[src/hdl/csl_pkg.sv]
package csl_pkg;

   // lexer mode between bytes
   typedef enum logic [2:0] {
      MODE_START,
      MODE_WORD,
      MODE_NUM,
      MODE_LT,
      MODE_GT,
      MODE_EQ,
      MODE_BANG,
      MODE_DROP
   } mode_type;

   // token kinds
   localparam logic [3:0] KIND_OP     = 4'd0;
   localparam logic [3:0] KIND_NUM    = 4'd1;
   localparam logic [3:0] KIND_IDENT  = 4'd2;
   localparam logic [3:0] KIND_RETURN = 4'd3;
   localparam logic [3:0] KIND_IF     = 4'd4;
   localparam logic [3:0] KIND_ELSE   = 4'd5;
   localparam logic [3:0] KIND_WHILE  = 4'd6;
   localparam logic [3:0] KIND_FOR    = 4'd7;
   localparam logic [3:0] KIND_EOF    = 4'd8;
   localparam logic [3:0] KIND_ERROR  = 4'd9;

   // operator codes
   localparam logic [4:0] OP_NONE   = 5'd0;
   localparam logic [4:0] OP_PLUS   = 5'd0;
   localparam logic [4:0] OP_MINUS  = 5'd1;
   localparam logic [4:0] OP_STAR   = 5'd2;
   localparam logic [4:0] OP_SLASH  = 5'd3;
   localparam logic [4:0] OP_LPAREN = 5'd4;
   localparam logic [4:0] OP_RPAREN = 5'd5;
   localparam logic [4:0] OP_SEMI   = 5'd6;
   localparam logic [4:0] OP_ASSIGN = 5'd7;
   localparam logic [4:0] OP_LBRACE = 5'd8;
   localparam logic [4:0] OP_RBRACE = 5'd9;
   localparam logic [4:0] OP_COMMA  = 5'd10;
   localparam logic [4:0] OP_EQ     = 5'd11;
   localparam logic [4:0] OP_NE     = 5'd12;
   localparam logic [4:0] OP_LT     = 5'd13;
   localparam logic [4:0] OP_LE     = 5'd14;
   localparam logic [4:0] OP_GT     = 5'd15;
   localparam logic [4:0] OP_GE     = 5'd16;

   // keywords packed first byte lowest, as the word buffer holds them
   localparam logic [47:0] KW_RETURN_TEXT = 48'h6E7275746572;
   localparam logic [47:0] KW_IF_TEXT     = 48'h000000006669;
   localparam logic [47:0] KW_ELSE_TEXT   = 48'h000065736C65;
   localparam logic [47:0] KW_WHILE_TEXT  = 48'h00656C696877;
   localparam logic [47:0] KW_FOR_TEXT    = 48'h000000726F66;
   localparam logic [7:0]  KW_RETURN_LEN  = 8'd6;
   localparam logic [7:0]  KW_IF_LEN      = 8'd2;
   localparam logic [7:0]  KW_ELSE_LEN    = 8'd4;
   localparam logic [7:0]  KW_WHILE_LEN   = 8'd5;
   localparam logic [7:0]  KW_FOR_LEN     = 8'd3;

   typedef struct packed {
      logic [3:0]  kind;
      logic [4:0]  op_code;
      logic [30:0] value;
      logic [15:0] start_res;
      logic [7:0]  length;
      logic        last;
   } result_type;

   typedef struct packed {
      logic [1:0] count;
      result_type first;
      result_type second;
   } result_pair_type;

endpackage

[src/hdl/csl_channels.sv]
interface csl_req_if;
   logic       valid;
   logic       ready;
   logic [7:0] ch;

   modport source (output valid, output ch, input ready);
   modport sink (input valid, input ch, output ready);
endinterface

interface csl_rsp_if;
   logic        valid;
   logic        ready;
   logic [3:0]  kind;
   logic [4:0]  op_code;
   logic [30:0] value;
   logic [15:0] start_res;
   logic [7:0]  length;
   logic        last;

   modport source (output valid, output kind, output op_code, output value,
                   output start_res, output length, output last, input ready);
   modport sink (input valid, input kind, input op_code, input value,
                 input start_res, input length, input last, output ready);
endinterface

[src/hdl/c_subset_lexer.sv]
// Streaming tokenizer for a small C subset.
// req_bus carries one source byte per transaction; byte 0 ends the text.
// rsp_bus carries one token per transaction: kind, op_code, value,
// start_res, length, and last, which marks the final token caused by a byte.
// Words, numbers and tokens that begin with <, >, = or ! are emitted when
// the byte after them arrives, other tokens with their own byte, so one
// byte causes zero, one or two tokens; the end byte flushes the pending
// token and then gives eof. A byte is captured in the input register and
// lexed from there into the result register, which drives rsp_bus.
// One byte is taken per cycle while each byte causes at most one token
// and rsp_bus is ready; a byte with two tokens holds the two-slot result
// register until its first token is taken.
// Reset clears the input register, the result register and the lexer
// state; the next byte starts a new text at offset 0.
// When the receiver stalls, the result register holds its tokens, the
// input register holds one byte, and req_bus.ready drops.
module c_subset_lexer #(
   parameter int POSITION_BITS = 16,
   parameter int NUMBER_BITS   = 31
) (
   input  logic    clock,
   input  logic    reset,
   csl_req_if.sink req_bus,
   csl_rsp_if.source rsp_bus
);
   import csl_pkg::*;

   logic                   in_valid_ff;
   logic [7:0]             in_ch_ff;
   mode_type               mode_ff;
   mode_type               mode_in;
   logic [47:0]            word_ff;
   logic [47:0]            word_in;
   logic [NUMBER_BITS-1:0] accum_ff;
   logic [NUMBER_BITS-1:0] accum_in;
   logic [POSITION_BITS-1:0] position_ff;
   logic [POSITION_BITS-1:0] position_in;
   logic [POSITION_BITS-1:0] token_start_ff;
   logic [POSITION_BITS-1:0] token_start_in;
   logic [7:0]             token_length_ff;
   logic [7:0]             token_length_in;
   result_pair_type        pair;
   logic                   can_load;
   logic                   advance;

   assign advance       = in_valid_ff && can_load;
   assign req_bus.ready = !in_valid_ff || can_load;

   // lex the held byte against the current state
   csl_step #(
      .POSITION_BITS (POSITION_BITS),
      .NUMBER_BITS   (NUMBER_BITS)
   ) u_step (
      .ch              (in_ch_ff),
      .mode            (mode_ff),
      .word_buffer     (word_ff),
      .number_accum    (accum_ff),
      .position        (position_ff),
      .token_start     (token_start_ff),
      .token_length    (token_length_ff),
      .mode_in         (mode_in),
      .word_buffer_in  (word_in),
      .number_accum_in (accum_in),
      .position_in     (position_in),
      .token_start_in  (token_start_in),
      .token_length_in (token_length_in),
      .pair            (pair)
   );

   // hold the tokens until the receiver takes them
   csl_result_buffer u_result_buffer (
      .clock    (clock),
      .reset    (reset),
      .load     (advance),
      .pair     (pair),
      .can_load (can_load),
      .rsp      (rsp_bus)
   );

   // track the input register and advance the lexer state
   always_ff @(posedge clock) begin
      if (reset) begin
         in_valid_ff     <= 1'b0;
         mode_ff         <= MODE_START;
         word_ff         <= '0;
         accum_ff        <= '0;
         position_ff     <= '0;
         token_start_ff  <= '0;
         token_length_ff <= '0;
      end else begin
         if (req_bus.valid && req_bus.ready) begin
            in_valid_ff <= 1'b1;
         end else if (advance) begin
            in_valid_ff <= 1'b0;
         end
         if (advance) begin
            mode_ff         <= mode_in;
            word_ff         <= word_in;
            accum_ff        <= accum_in;
            position_ff     <= position_in;
            token_start_ff  <= token_start_in;
            token_length_ff <= token_length_in;
         end
      end
   end

   // capture the byte of an accepted transaction
   always_ff @(posedge clock) begin
      if (req_bus.valid && req_bus.ready) begin
         in_ch_ff <= req_bus.ch;
      end
   end

`ifndef SYNTHESIS
   a_end_clears: assert property (@(posedge clock) disable iff (reset)
      advance && in_ch_ff == 8'h00 |=> position_ff == '0 && mode_ff == MODE_START)
      else $error("end of text did not clear the lexer state");

   a_word_len: assert property (@(posedge clock) disable iff (reset)
      mode_ff == MODE_WORD |-> token_length_ff != 8'd0)
      else $error("word pending with zero length");

   a_hold_byte: assert property (@(posedge clock) disable iff (reset)
      in_valid_ff && !can_load |=> in_valid_ff && $stable(in_ch_ff))
      else $error("held byte lost while the result register is full");
`endif

endmodule

[src/hdl/csl_step.sv]
module csl_step #(
   parameter int POSITION_BITS = 16,
   parameter int NUMBER_BITS   = 31
) (
   input  logic [7:0]               ch,
   input  csl_pkg::mode_type        mode,
   input  logic [47:0]              word_buffer,
   input  logic [NUMBER_BITS-1:0]   number_accum,
   input  logic [POSITION_BITS-1:0] position,
   input  logic [POSITION_BITS-1:0] token_start,
   input  logic [7:0]               token_length,
   output csl_pkg::mode_type        mode_in,
   output logic [47:0]              word_buffer_in,
   output logic [NUMBER_BITS-1:0]   number_accum_in,
   output logic [POSITION_BITS-1:0] position_in,
   output logic [POSITION_BITS-1:0] token_start_in,
   output logic [7:0]               token_length_in,
   output csl_pkg::result_pair_type pair
);
   import csl_pkg::*;

   localparam int WideBits = NUMBER_BITS + 4;
   localparam logic [WideBits-1:0] NumMaxWide = {4'b0000, {NUMBER_BITS{1'b1}}};

   function automatic result_type make_res(input logic [3:0] kind, input logic [4:0] op,
                                           input logic [30:0] val,
                                           input logic [POSITION_BITS-1:0] start,
                                           input logic [7:0] len);
      result_type r;
      r.kind      = kind;
      r.op_code   = op;
      r.value     = val;
      r.start_res = 16'(start);
      r.length    = len;
      r.last      = 1'b0;
      return r;
   endfunction

   logic                   is_digit;
   logic                   is_word_char;
   logic                   is_end;
   logic [7:0]             length_bump;
   logic [47:0]            word_append;
   logic [WideBits-1:0]    accum_wide;
   logic [WideBits-1:0]    accum_sum;
   logic [NUMBER_BITS-1:0] accum_digit;
   logic [3:0]             word_kind;
   logic [4:0]             op_one;
   logic [4:0]             op_two;

   mode_type               b_mode;
   logic                   b_valid;
   result_type             b_res;
   logic [47:0]            b_word;
   logic [NUMBER_BITS-1:0] b_accum;

   logic                   pre_valid;
   result_type             pre_res;
   logic                   post_valid;
   result_type             post_res;
   logic                   use_begin;

   // classify the byte
   assign is_digit     = ch inside {["0":"9"]};
   assign is_word_char = ch inside {["a":"z"], ["A":"Z"], ["0":"9"], "_"};
   assign is_end       = (ch == 8'h00);
   assign length_bump  = (token_length == 8'hFF) ? token_length : token_length + 8'd1;

   // append a byte to the word buffer while it holds fewer than six
   always_comb begin
      word_append = word_buffer;
      for (int i = 0; i < 6; i++) begin
         if (token_length == 8'(i)) begin
            word_append[8*i +: 8] = ch;
         end
      end
   end

   // multiply by ten and add the digit, saturate at the top value
   always_comb begin
      accum_wide = WideBits'(number_accum);
      accum_sum  = (accum_wide << 3) + (accum_wide << 1) + WideBits'(ch[3:0]);
      if (accum_sum > NumMaxWide) begin
         accum_digit = {NUMBER_BITS{1'b1}};
      end else begin
         accum_digit = accum_sum[NUMBER_BITS-1:0];
      end
   end

   // match the finished word against the keywords
   always_comb begin
      word_kind = KIND_IDENT;
      if (token_length == KW_RETURN_LEN && word_buffer == KW_RETURN_TEXT) begin
         word_kind = KIND_RETURN;
      end else if (token_length == KW_IF_LEN && word_buffer == KW_IF_TEXT) begin
         word_kind = KIND_IF;
      end else if (token_length == KW_ELSE_LEN && word_buffer == KW_ELSE_TEXT) begin
         word_kind = KIND_ELSE;
      end else if (token_length == KW_WHILE_LEN && word_buffer == KW_WHILE_TEXT) begin
         word_kind = KIND_WHILE;
      end else if (token_length == KW_FOR_LEN && word_buffer == KW_FOR_TEXT) begin
         word_kind = KIND_FOR;
      end
   end

   // pick the one- and two-character codes of a pending operator
   always_comb begin
      case (mode)
         MODE_LT: begin
            op_one = OP_LT;
            op_two = OP_LE;
         end
         MODE_GT: begin
            op_one = OP_GT;
            op_two = OP_GE;
         end
         default: begin
            op_one = OP_ASSIGN;
            op_two = OP_EQ;
         end
      endcase
   end

   // start a new token at this byte
   always_comb begin
      b_mode  = MODE_START;
      b_valid = 1'b0;
      b_res   = make_res(KIND_EOF, OP_NONE, 31'd0, position, 8'd1);
      b_word  = word_buffer;
      b_accum = number_accum;
      if (is_end) begin
         b_valid = 1'b1;
      end else if (ch inside {[8'h09:8'h0D], 8'h20}) begin
         b_mode = MODE_START;
      end else if (ch inside {["a":"z"]}) begin
         b_mode = MODE_WORD;
         b_word = {40'd0, ch};
      end else if (is_digit) begin
         b_mode  = MODE_NUM;
         b_accum = NUMBER_BITS'(ch[3:0]);
      end else begin
         case (ch)
            "<": b_mode = MODE_LT;
            ">": b_mode = MODE_GT;
            "=": b_mode = MODE_EQ;
            "!": b_mode = MODE_BANG;
            "+": begin
               b_valid = 1'b1;
               b_res   = make_res(KIND_OP, OP_PLUS, 31'd0, position, 8'd1);
            end
            "-": begin
               b_valid = 1'b1;
               b_res   = make_res(KIND_OP, OP_MINUS, 31'd0, position, 8'd1);
            end
            "*": begin
               b_valid = 1'b1;
               b_res   = make_res(KIND_OP, OP_STAR, 31'd0, position, 8'd1);
            end
            "/": begin
               b_valid = 1'b1;
               b_res   = make_res(KIND_OP, OP_SLASH, 31'd0, position, 8'd1);
            end
            "(": begin
               b_valid = 1'b1;
               b_res   = make_res(KIND_OP, OP_LPAREN, 31'd0, position, 8'd1);
            end
            ")": begin
               b_valid = 1'b1;
               b_res   = make_res(KIND_OP, OP_RPAREN, 31'd0, position, 8'd1);
            end
            ";": begin
               b_valid = 1'b1;
               b_res   = make_res(KIND_OP, OP_SEMI, 31'd0, position, 8'd1);
            end
            "{": begin
               b_valid = 1'b1;
               b_res   = make_res(KIND_OP, OP_LBRACE, 31'd0, position, 8'd1);
            end
            "}": begin
               b_valid = 1'b1;
               b_res   = make_res(KIND_OP, OP_RBRACE, 31'd0, position, 8'd1);
            end
            ",": begin
               b_valid = 1'b1;
               b_res   = make_res(KIND_OP, OP_COMMA, 31'd0, position, 8'd1);
            end
            default: begin
               b_valid = 1'b1;
               b_mode  = MODE_DROP;
               b_res   = make_res(KIND_ERROR, OP_NONE, 31'd0, position, 8'd1);
            end
         endcase
      end
   end

   // continue or close the pending token, then settle the next state
   always_comb begin
      mode_in         = mode;
      word_buffer_in  = word_buffer;
      number_accum_in = number_accum;
      token_start_in  = token_start;
      token_length_in = token_length;
      position_in     = position + POSITION_BITS'(1);
      pre_valid       = 1'b0;
      pre_res         = make_res(KIND_ERROR, OP_NONE, 31'd0, token_start, 8'd1);
      post_valid      = 1'b0;
      post_res        = b_res;
      use_begin       = 1'b0;

      case (mode)
         MODE_WORD: begin
            if (is_word_char) begin
               word_buffer_in  = word_append;
               token_length_in = length_bump;
            end else begin
               pre_valid = 1'b1;
               pre_res   = make_res(word_kind, OP_NONE, 31'd0, token_start, token_length);
               use_begin = 1'b1;
            end
         end
         MODE_NUM: begin
            if (is_digit) begin
               number_accum_in = accum_digit;
               token_length_in = length_bump;
            end else begin
               pre_valid = 1'b1;
               pre_res   = make_res(KIND_NUM, OP_NONE, 31'(number_accum), token_start,
                                    token_length);
               use_begin = 1'b1;
            end
         end
         MODE_LT, MODE_GT, MODE_EQ: begin
            pre_valid = 1'b1;
            if (ch == "=") begin
               pre_res = make_res(KIND_OP, op_two, 31'd0, token_start, 8'd2);
               mode_in = MODE_START;
            end else begin
               pre_res   = make_res(KIND_OP, op_one, 31'd0, token_start, 8'd1);
               use_begin = 1'b1;
            end
         end
         MODE_BANG: begin
            pre_valid = 1'b1;
            if (ch == "=") begin
               pre_res = make_res(KIND_OP, OP_NE, 31'd0, token_start, 8'd2);
               mode_in = MODE_START;
            end else begin
               // lone bang: error, and this byte is dropped unless it ends the text
               mode_in    = MODE_DROP;
               post_valid = is_end;
            end
         end
         MODE_DROP: begin
            post_valid = is_end;
         end
         default: begin
            use_begin = 1'b1;
         end
      endcase

      if (use_begin) begin
         mode_in         = b_mode;
         word_buffer_in  = b_word;
         number_accum_in = b_accum;
         token_start_in  = position;
         token_length_in = 8'd1;
         post_valid      = b_valid;
      end

      // end of text returns everything to the reset state
      if (is_end) begin
         mode_in         = MODE_START;
         word_buffer_in  = '0;
         number_accum_in = '0;
         position_in     = '0;
         token_start_in  = '0;
         token_length_in = '0;
      end
   end

   // order the results and mark the last one
   always_comb begin
      pair.second = post_res;
      if (pre_valid) begin
         pair.first = pre_res;
         pair.count = post_valid ? 2'd2 : 2'd1;
      end else begin
         pair.first = post_res;
         pair.count = post_valid ? 2'd1 : 2'd0;
      end
      pair.first.last  = (pair.count == 2'd1);
      pair.second.last = 1'b1;
   end

endmodule

[src/hdl/csl_result_buffer.sv]
module csl_result_buffer (
   input  logic                     clock,
   input  logic                     reset,
   input  logic                     load,
   input  csl_pkg::result_pair_type pair,
   output logic                     can_load,
   csl_rsp_if.source                rsp
);
   import csl_pkg::*;

   logic [1:0] count_ff;
   logic [1:0] count_in;
   result_type slot0_ff;
   result_type slot0_in;
   result_type slot1_ff;
   result_type slot1_in;
   logic       pop;

   // drive the result channel from the head slot
   assign rsp.valid     = (count_ff != 2'd0);
   assign rsp.kind      = slot0_ff.kind;
   assign rsp.op_code   = slot0_ff.op_code;
   assign rsp.value     = slot0_ff.value;
   assign rsp.start_res = slot0_ff.start_res;
   assign rsp.length    = slot0_ff.length;
   assign rsp.last      = slot0_ff.last;

   assign pop      = rsp.valid && rsp.ready;
   assign can_load = (count_ff == 2'd0) || (count_ff == 2'd1 && rsp.ready);

   // load a new pair when the slots are empty or the only token is taken, or advance the second slot
   always_comb begin
      count_in = count_ff;
      slot0_in = slot0_ff;
      slot1_in = slot1_ff;
      if (load) begin
         count_in = pair.count;
         slot0_in = pair.first;
         slot1_in = pair.second;
      end else if (pop) begin
         count_in = count_ff - 2'd1;
         slot0_in = slot1_ff;
      end
   end

   always_ff @(posedge clock) begin
      if (reset) begin
         count_ff <= 2'd0;
      end else begin
         count_ff <= count_in;
      end
   end

   always_ff @(posedge clock) begin
      slot0_ff <= slot0_in;
      slot1_ff <= slot1_in;
   end

`ifndef SYNTHESIS
   a_count_range: assert property (@(posedge clock) disable iff (reset)
      count_ff != 2'd3)
      else $error("result buffer count out of range");

   a_pair_last: assert property (@(posedge clock) disable iff (reset)
      count_ff == 2'd2 |-> !slot0_ff.last && slot1_ff.last)
      else $error("last flag misplaced in a result pair");

   a_eof_last: assert property (@(posedge clock) disable iff (reset)
      count_ff != 2'd0 && slot0_ff.kind == KIND_EOF |-> slot0_ff.last)
      else $error("eof result not marked last");
`endif

endmodule
[src/flat_wrapper.sv]
// flat-port wrapper written by rule: the top's interface ports become plain ports
module c_subset_lexer_flat import csl_pkg::*;
#(
   parameter int POSITION_BITS = 16,
   parameter int NUMBER_BITS   = 31
)
  (clock, reset, req_bus_valid, req_bus_ch, req_bus_ready, rsp_bus_valid, rsp_bus_kind, rsp_bus_op_code, rsp_bus_value, rsp_bus_start_res, rsp_bus_length, rsp_bus_last, rsp_bus_ready);
  csl_req_if req_bus_i ();
  csl_rsp_if rsp_bus_i ();
  input  logic clock;
  input  logic reset;
  input wire logic [$bits(req_bus_i.valid)-1:0] req_bus_valid;
  input wire logic [$bits(req_bus_i.ch)-1:0] req_bus_ch;
  output wire logic [$bits(req_bus_i.ready)-1:0] req_bus_ready;
  output wire logic [$bits(rsp_bus_i.valid)-1:0] rsp_bus_valid;
  output wire logic [$bits(rsp_bus_i.kind)-1:0] rsp_bus_kind;
  output wire logic [$bits(rsp_bus_i.op_code)-1:0] rsp_bus_op_code;
  output wire logic [$bits(rsp_bus_i.value)-1:0] rsp_bus_value;
  output wire logic [$bits(rsp_bus_i.start_res)-1:0] rsp_bus_start_res;
  output wire logic [$bits(rsp_bus_i.length)-1:0] rsp_bus_length;
  output wire logic [$bits(rsp_bus_i.last)-1:0] rsp_bus_last;
  input wire logic [$bits(rsp_bus_i.ready)-1:0] rsp_bus_ready;
  assign req_bus_i.valid = req_bus_valid;
  assign req_bus_i.ch = req_bus_ch;
  assign req_bus_ready = req_bus_i.ready;
  assign rsp_bus_valid = rsp_bus_i.valid;
  assign rsp_bus_kind = rsp_bus_i.kind;
  assign rsp_bus_op_code = rsp_bus_i.op_code;
  assign rsp_bus_value = rsp_bus_i.value;
  assign rsp_bus_start_res = rsp_bus_i.start_res;
  assign rsp_bus_length = rsp_bus_i.length;
  assign rsp_bus_last = rsp_bus_i.last;
  assign rsp_bus_i.ready = rsp_bus_ready;
  c_subset_lexer #(.POSITION_BITS(POSITION_BITS), .NUMBER_BITS(NUMBER_BITS)) u_core (.clock(clock), .reset(reset), .req_bus(req_bus_i), .rsp_bus(rsp_bus_i));
endmodule
[config.mk]
export PLATFORM = sky130hd
export DESIGN_NAME = c_subset_lexer_flat
export DESIGN_NICKNAME = d
export VERILOG_FILES = /design/src/hdl/csl_pkg.sv /design/src/hdl/csl_channels.sv /design/src/hdl/c_subset_lexer.sv /design/src/hdl/csl_step.sv /design/src/hdl/csl_result_buffer.sv /design/src/flat_wrapper.sv
export SDC_FILE = /design/constraint.sdc
export NUM_CORES = 1
export LEC_CHECK = 0
export ABC_AREA = 0
export ABC_CLOCK_PERIOD_IN_PS = 5200
export BUFFER_PORTS_ARGS = -buffer_cell sky130_fd_sc_hd__buf_2
export CAP_MARGIN = 20
export CORE_UTILIZATION = 47
export CTS_CLUSTER_DIAMETER = 40
export DETAILED_ROUTE_END_ITERATION = 8
export SYNTH_ARGS = -nofsm -noshare
export SYNTH_HDL_FRONTEND = slang
export SYNTH_SLANG_ARGS = --single-unit
[constraint.sdc]
create_clock -name clock -period 5.2 [get_ports clock]
set_clock_uncertainty 0.05 [all_clocks]
set_input_delay 0.26 -clock clock [delete_from_list [all_inputs] [get_ports clock]]
set_output_delay 0.26 -clock clock [all_outputs]
set_load 0.03 [all_outputs]
==> qor.yml <==
yosys:
  synth_edf_count: 95
  syn_inst: 1231
  synth_top_area_share_pct: 23.4
  synth_common_cells: "nor2_1 (132), dfxtp_1 (125), nand2_1 (103), edfxtp_1 (95), a21oi_1 (89)"
  ys_ff_latch: 220
  synthArstFlopShare_pct: 0
  syn-cell-area_um2: 12200
  ys.warnings.count: 0
  yosysMostFrequentCell: "nor2_1"
  yosys.area.top_type: "edfxtp_1"
  seq_area_frac_synth_pct: 43.9
  syn_nets: 1314
  synthTopCellsByArea: "edfxtp_1 (23%), dfxtp_1 (21%), ha_1 (7.1%)"
  avgSynthCellArea_um2: 9.91
  synth_cell_type_count: 90
  ys.flop_type: "dfxtp_1"
sta:
  hold_violations: 0
  timing.final.setup_violations: 0
  whs_ns: 0.127
  rsz0062_at_grt: "false"
  fin_crit_ns: 4.26
  slew_headroom_pct: 33.9
  fin_crit_sh_pct: 81.8
  tns_ns: 0
  maxSlewViolCount: 0
  tightest_slew_ns: 0.992
  fmaxAchievable_mhz: 235
  worst_slack_ns: 0.944
clock_tree:
  clk_pin_slew_ns: 0.05
  h-tree-depth: 2
  cts.sinks: 220
  clockRootBuffer: "clkbuf_16"
  ctsHoldBuffers: 9
  cts_tree: "built"
  postCtsSetupBuffers: 0
  numCtsBuffers: 35
  cts_max_path_buffers: 3
  cts_resized: 0
  clk_latency_ns: 0.52
critical_path:
  critPathLaunch: "u_core.in_ch_ff[3]$_DFFE_PP_"
  slowest_stage: "edfxtp_1"
  crit_arrival_ns: 4.55
  path_cells: "inv_1 > fa_1 > inv_1 > ha_1 > a211oi_2 > o21ai_0 > o21a_1 > o311a_1 > or3_1 > a22oi_2 > and3_1 > buf_4 > o22ai_1"
  cp_data_required_time_ns: 5.50
  cp_slowest_stage_delay_ns: 0.65
  regToRegEndpoint: "u_core.accum_ff[2]$_SDFFE_PP0P_"
  r2r_start: "u_core.in_ch_ff[3]$_DFFE_PP_"
  start_kind: "flop"
  ff2ff_path_depth: 13
  crit_top_cell: "inv_1"
  crit_path_end_kind: "flop"
  crit_end: "u_core.accum_ff[2]$_SDFFE_PP0P_"
  crit_fanout: 21
  worstSetupPathType: "flop to flop"
  r2r_slack_ns: 0.94
global_routing:
  grt_max_degree: 70
  grt_pass1_vias: 8765
  gr-total-overflow: 0
  antenna_found_initial: 0
  grt_pass1_wl_um: 46000
  grtUsageTotal_pct: 21.6
floorplanning:
  chipWidth_um: 163
  ios: 79
  initial_utilization_pct: 48.2
  std_cell_rows: 58
  coreArea_um2: 25300
  die-area_um2: 26600
  die_y_um: 163
flow_run:
  drv_cap: 0
finish:
  stdcell_count: 1659
  fin_nets: 1385
  areaGrowthSynthToFinish_pct: 15.1
  drive_gt1_share_pct: 15.0
  finish.utilization_pct: 55.4
  n_antenna_cell: 0
power:
  vdd_ir_drop_max_mv: 0.249
  powerDensity_nw_per_um2: 384
  leakage_nw: 5.86
route:
  wl_um: 28200
  drtIter0Drc: 651
  ant_nets: 0
  routedWlPerCell_um: 17.0
  via_per_inst: 5.62
  num_vias: 9331
  first_pass_iters: 5
  drc: 0
worst_hold_path:
  min_path_cells: 4
  min_path_type: "input port to flop"
placed_design:
  routabilityCongestion: 0.886
  io_buffer_count: 78
  dpl.cell_count: 1585
  place_hpwl_um: 19200
  pre_cts_ws_ns: 0.916
run_status:
  status: "finished clean"
## through the flow
stage | power, mW | cell area (um^2)
finish | 5.40 | 14000
global route | 5.63 | 14000
CTS | 5.46 | 14000
detailed placement | 3.15 | 12800
global placement | 3.15 | 12800
floorplan | 2.90 | 12200
## sequential cells by signal, summed over array words and instances, names as in the netlist
name,cells
u_core.in_ch_ff,8
u_core.position_ff,16
u_core.in_valid_ff,1
u_core.u_result_buffer.rsp.op_code,5
u_core.u_result_buffer.slot1_ff,22
u_core.u_result_buffer.rsp.start_res,16
u_core.u_result_buffer.rsp.last,1
u_core.u_result_buffer.count_ff,2
u_core.mode_ff,3
u_core.u_result_buffer.rsp.value,31
u_core.word_ff,48
u_core.u_result_buffer.rsp.kind,4
u_core.u_result_buffer.rsp.length,8
u_core.token_start_ff,16
u_core.token_length_ff,8
u_core.accum_ff,31
## area by class of cell
class | count | area (um^2)
well taps | 330 | 413
clock inverters | 26 | 269
repair buffers | 96 | 563
inverters | 29 | 109
multi-input cells | 920 | 6430
clock buffers | 38 | 897
fillers | 2298 | 11300
flip-flops and latches | 220 | 5360
## logic make-up after synthesis
group | after synthesis | synth area share [%]
multiplexers | 67 | 5.52
XOR/XNOR | 48 | 3.45
AND/OR/NAND/NOR | 453 | 19.2
AO/OA/AOI/OAI | 281 | 17.0
adder cells (fa/ha/maj) | 71 | 7.41
flip-flops | 220 | 43.9
buffers and inverters | 91 | 3.48
## placed cells by master (no fill, tap or decap), drive strengths merged, types with 11 or more instances in the layout
cell,Yosys,routed
and2,53,53
nand4,20,20
inv,27,37
o21ai,52,52
mux2i,65,65
nand3,29,29
nor4,13,13
nor2,133,133
a22oi,19,19
nor3,21,21
nand2,105,105
clkbuf,37,38
buf,25,87
dfxtp,125,125
a21oi,92,92
xor2,24,24
nor2b,11,11
and3,12,12
edfxtp,95,95
ha,69,69
o211ai,11,11
xnor2,24,24
a211oi,23,23
## worst min-delay path by stage
stage,slack (ns),start,endpoint
2_1_floorplan,0.31,req_bus_ch[0],u_core.in_ch_ff[0]$_DFFE_PP_
3_3_place_gp,0.39,req_bus_ch[5],u_core.in_ch_ff[5]$_DFFE_PP_
3_5_place_dp,0.39,req_bus_ch[6],u_core.in_ch_ff[6]$_DFFE_PP_
4_1_cts,0.1,rsp_bus_ready,u_core.in_valid_ff$_SDFFE_PP0P_
5_1_grt,0.17,rsp_bus_ready,u_core.in_valid_ff$_SDFFE_PP0P_
6_report,0.13,rsp_bus_ready,u_core.in_valid_ff$_SDFFE_PP0P_
## critical path: cells and delay by family, from the launching register on
kind,cells,cell delay (ns)
fa+ha+maj,2,0.88
compound gates,6,1.39
simple gates,2,0.51
buf+inv,3,0.59
flops,1,0.65
## power breakdown
part | internal (mW) | switching (mW) | total [mW]
combinational | 0.282 | 0.738 | 1.02
sequential | 2.01 | 0.0906 | 2.10
clock | 1.39 | 0.888 | 2.28
## layer usage
metal  part of all wire, %  vias to the layer above  routed length (um)  GRT usage [%]
met5                     0                        -                   0              0
met4                   2.3                        0                 641           6.80
met3                   4.0                       47                1120           3.22
met2                    43                      193               12200           32.5
met1                    50                     4420               14200           31.7
li1                      -                     4671                   -              -
Note: power is estimated with default switching activity, not from simulation.
